File: config.mk
export PLATFORM = sky130hd
export DESIGN_NAME = psab_sub_unit
export DESIGN_NICKNAME = d
export VERILOG_FILES = /design/src/hw/rtl/psab_pkg.sv /design/src/hw/rtl/psab_sub_unit.sv
export SDC_FILE = /design/constraint.sdc
export NUM_CORES = 1
export LEC_CHECK = 0
export ABC_CLOCK_PERIOD_IN_PS = 2800
export BUFFER_PORTS_ARGS = -buffer_cell sky130_fd_sc_hd__buf_4
export CORE_ASPECT_RATIO = 1.2
export CORE_MARGIN = 2
export CORE_UTILIZATION = 35
export DETAILED_ROUTE_END_ITERATION = 6
export PLACE_DENSITY = 0.65
export SYNTH_ARGS = -nofsm -noshare
export SYNTH_HDL_FRONTEND = slang
export SYNTH_SLANG_ARGS = --single-unit
File: constraint.sdc
create_clock -name vclk -period 2.8
set_clock_uncertainty 0.2 [all_clocks]
set_input_delay 0.14 -clock vclk [all_inputs]
set_output_delay 0.14 -clock vclk [all_outputs]
set_load 0.02 [all_outputs]
File: src/hw/rtl/psab_pkg.sv
`timescale 1ns / 1ps
package psab_pkg;

    // Coordinate width: pixel index plus window offset, signed
    localparam int CW      = 14;
    // Magnitude of a window offset
    localparam int MAG_W   = 6;
    // Squared distance dx*dx+dy*dy
    localparam int D2_W    = 12;
    // Shared subtract/compare unit width
    localparam int ALU_W   = 28;
    // Integer square root result, distance in 1/256 pixel
    localparam int ROOT_W  = 14;
    // Product alpha*fade and full opacity product
    localparam int AF_W    = 18;
    localparam int P_W     = 27;
    // Blend counter
    localparam int CNT_W   = 11;

    localparam logic [CNT_W-1:0] CNT_MAX    = 11'd2047;
    // Smallest opacity product above the 0.005 threshold
    localparam logic [P_W-1:0]   BLEND_MIN  = 27'd83887;
    // Ring ramp: (RING_BASE - 8*e) / 15 via reciprocal multiply
    localparam logic [11:0]      RING_BASE  = 12'd3072;
    localparam logic [12:0]      RING_RECIP = 13'd4370;
    localparam logic [ALU_W-1:0] SQRT_BIT0  = 28'h4000000;

    // Item kinds
    localparam logic [1:0] KIND_WRITE = 2'd0;
    localparam logic [1:0] KIND_READ  = 2'd1;
    localparam logic [1:0] KIND_DRAW  = 2'd2;

    // Register indexes
    localparam logic REG_FRAME_WIDTH  = 1'b0;
    localparam logic REG_FRAME_HEIGHT = 1'b1;

    typedef enum logic [3:0] {
        ST_IDLE,
        ST_ACCESS,
        ST_READ_WAIT,
        ST_PIXEL,
        ST_SQRT,
        ST_CLASS,
        ST_DIV,
        ST_RING,
        ST_SCALE,
        ST_CHECK,
        ST_BLEND,
        ST_NEXT,
        ST_DONE
    } psab_state_t;

    // Result of the shared subtract/compare unit
    typedef struct packed {
        logic             ge;
        logic [ALU_W-1:0] diff;
    } alu_res_t;

endpackage

File: src/hw/rtl/psab_sub_unit.sv
`timescale 1ns / 1ps
module psab_sub_unit
    import psab_pkg::*;
(
    input  logic [ALU_W-1:0] op_a,
    input  logic [ALU_W-1:0] op_b,
    output alu_res_t         res
);

    // One compare and subtract, shared by square root and divider steps
    always_comb begin
        res.ge   = (op_a >= op_b);
        res.diff = op_a - op_b;
    end

endmodule

==> impl_metrics.yaml <==
die:
  die_area_um2: 5498
  ios: 85
  start_util_pct: 36.93
  fp.dieW_um: 68.03
  coreArea_um2: 4662
  fp-row-count: 27
  die_h_um: 80.83
timing:
  whs_ps: 492.3
  final_max_slew_viol_count: 0
  period_needed_ps: 2643
  rsz0062_at_grt: "no"
  tightest_slew_ps: 653.4
  setup-tns-final_ps: 0
  setup_slack_ps: 157.0
  max_freq_mhz: 378.4
  final-setup-viol-count: 0
  slew_headroom_pct: 55.98
  hold_viol: 0
  fin_crit_sh_pct: 94.39
route:
  dr.pass1.iters: 4
  routed_wl_um: 4942
  routed_via_density: 5.277
  drtIter0Drc: 87
  ant_nets: 0
  num_vias: 2095
  drc_errors: 0
  wl_per_cell_um: 12.45
cells_and_area:
  layout-drive-gt1-share_pct: 30.09
  antenna_cells: 0
  clkbuf_count: 0
  final_common_cell: "buf_4"
  fillers: 495
  final_cells: 397
  seq_cells: 0
  post-route-util_pct: 52.20
  fin_nets: 426
  area_growth_pct: 41.35
  layout_common_cells: "89 x buf_4, 34 x inv_1, 28 x ha_1"
  seq_area_um2: 0
grt:
  overflow: 0
  grt_pass1_wl_um: 7969
  antenna_found_initial: 0
  grt_max_degree: 13
  track_usage_pct: 17.38
  grt_pass1_vias: 1952
min_path:
  holdCritPathClass: "input pin to primary output"
setup_path:
  start_kind: "input pin"
  critPathMostFrequentCell: "buf_4"
  end_kind: "primary output"
  path_class: "input pin to primary output"
  arrival_ps: 2300
  crit_path_max_incr_delay_ps: 390
  worst_ep_required_time_ps: 2460
  path_max_fanout: 7
  crit_chain: "buf_4, inv_1, ha_1, fa_1, nand2b_1, a21oi_2, o21ai_2, a2bb2oi_2, o22a_4, o21ai_0, xor2_1, buf_4"
  crit_slowest_cell: "fa_1"
job:
  maxCapViolCount: 0
power:
  power_density_nw_per_um2: 301.1
  p_leak_nw: 1.263
  ir_drop_uv: 142.3
cts:
  cts-hold-fix-buffers: 0
synthesis:
  ys_seq_area_share_pct: 0
  synthCells: 259
  syn_nets: 344
  ys_warn_count: 0
  syn-cell-area_um2: 1722
  synth_cell_types: 47
  syn_area_per_cell_um2: 6.647
placement:
  io_buffers: 85
  place_inst: 397
  pre_cts_ws_ps: 46.61
  post-dp-hpwl_um: 4286
  gp_congestion: 0.8435
outcome:
  status: "finished, final reports clean"
per-stage QoR:
step,total power [mW],instance area [um2]
final,0.7328,2434
after global placement,0.7267,2422
after floorplan,0.4610,1722
after detailed placement,0.7309,2422
after global routing,0.8012,2434
after CTS,0.7340,2422
Yosys cell counts, types with 8 or more instances:
master / number / area share, %
a21o_1: 12 / 5.2
nand3_1: 10 / 2.9
ha_1: 28 / 20
nand4_1: 8 / 2.9
xnor2_1: 19 / 9.7
o21ai_0: 15 / 4.4
nor2_1: 19 / 4.1
nand2_1: 15 / 3.3
inv_1: 34 / 7.4
a21oi_1: 24 / 7.0
nor3_1: 10 / 2.9
timing repair:
action	CTS	global route
endpoints found under the setup margin	0	5
endpoints found under the hold margin	0	0
setup buffers	0	0
gates resized for setup	0	2
worst max-delay path, delay by kind of cell:
family,cells,cell delay (ps)
AND/OR/NAND/NOR,1,190
buffers and inverters,3,260
XOR/XNOR,1,180
AO/OA/AOI/OAI,5,920
adder cells (fa/ha/maj),2,610
report_power, final:
group          total [mW]  internal, mW  switching (mW)
clock network           0             0               0
registers               0             0               0
logic               0.733         0.338           0.395
total               0.733         0.338           0.395
cells by family after synthesis:
group | share of synthesized area (%)
simple gates | 24.13
compound gates | 32.41
buf+inv | 9.738
fa+ha+maj | 21.51
xor+xnor | 12.21
final cells by class:
class	instances	area, um2	share of cell area, %
Multi-Input combinational cell	216	1565	64.32
Timing Repair Buffer	89	668.1	27.46
Tap cell	58	72.57	2.982
Inverter	34	127.6	5.244
metal layers:
metal  part of all wire, %  global-route usage, %
met5                     0                      0
met4                  0.38                  1.200
met3                   6.6                  1.108
met2                    52                  33.98
met1                    41                  21.03
path summary, 6_finish.rpt:
check / start / depth (start not counted) / slack, ps / endpoint
worst max-delay path: op_a[0] / 12 / 160 / res[18]
worst min-delay path: op_b[0] / 4 / 490 / res[0]
Power figures use the tool's default switching activity.
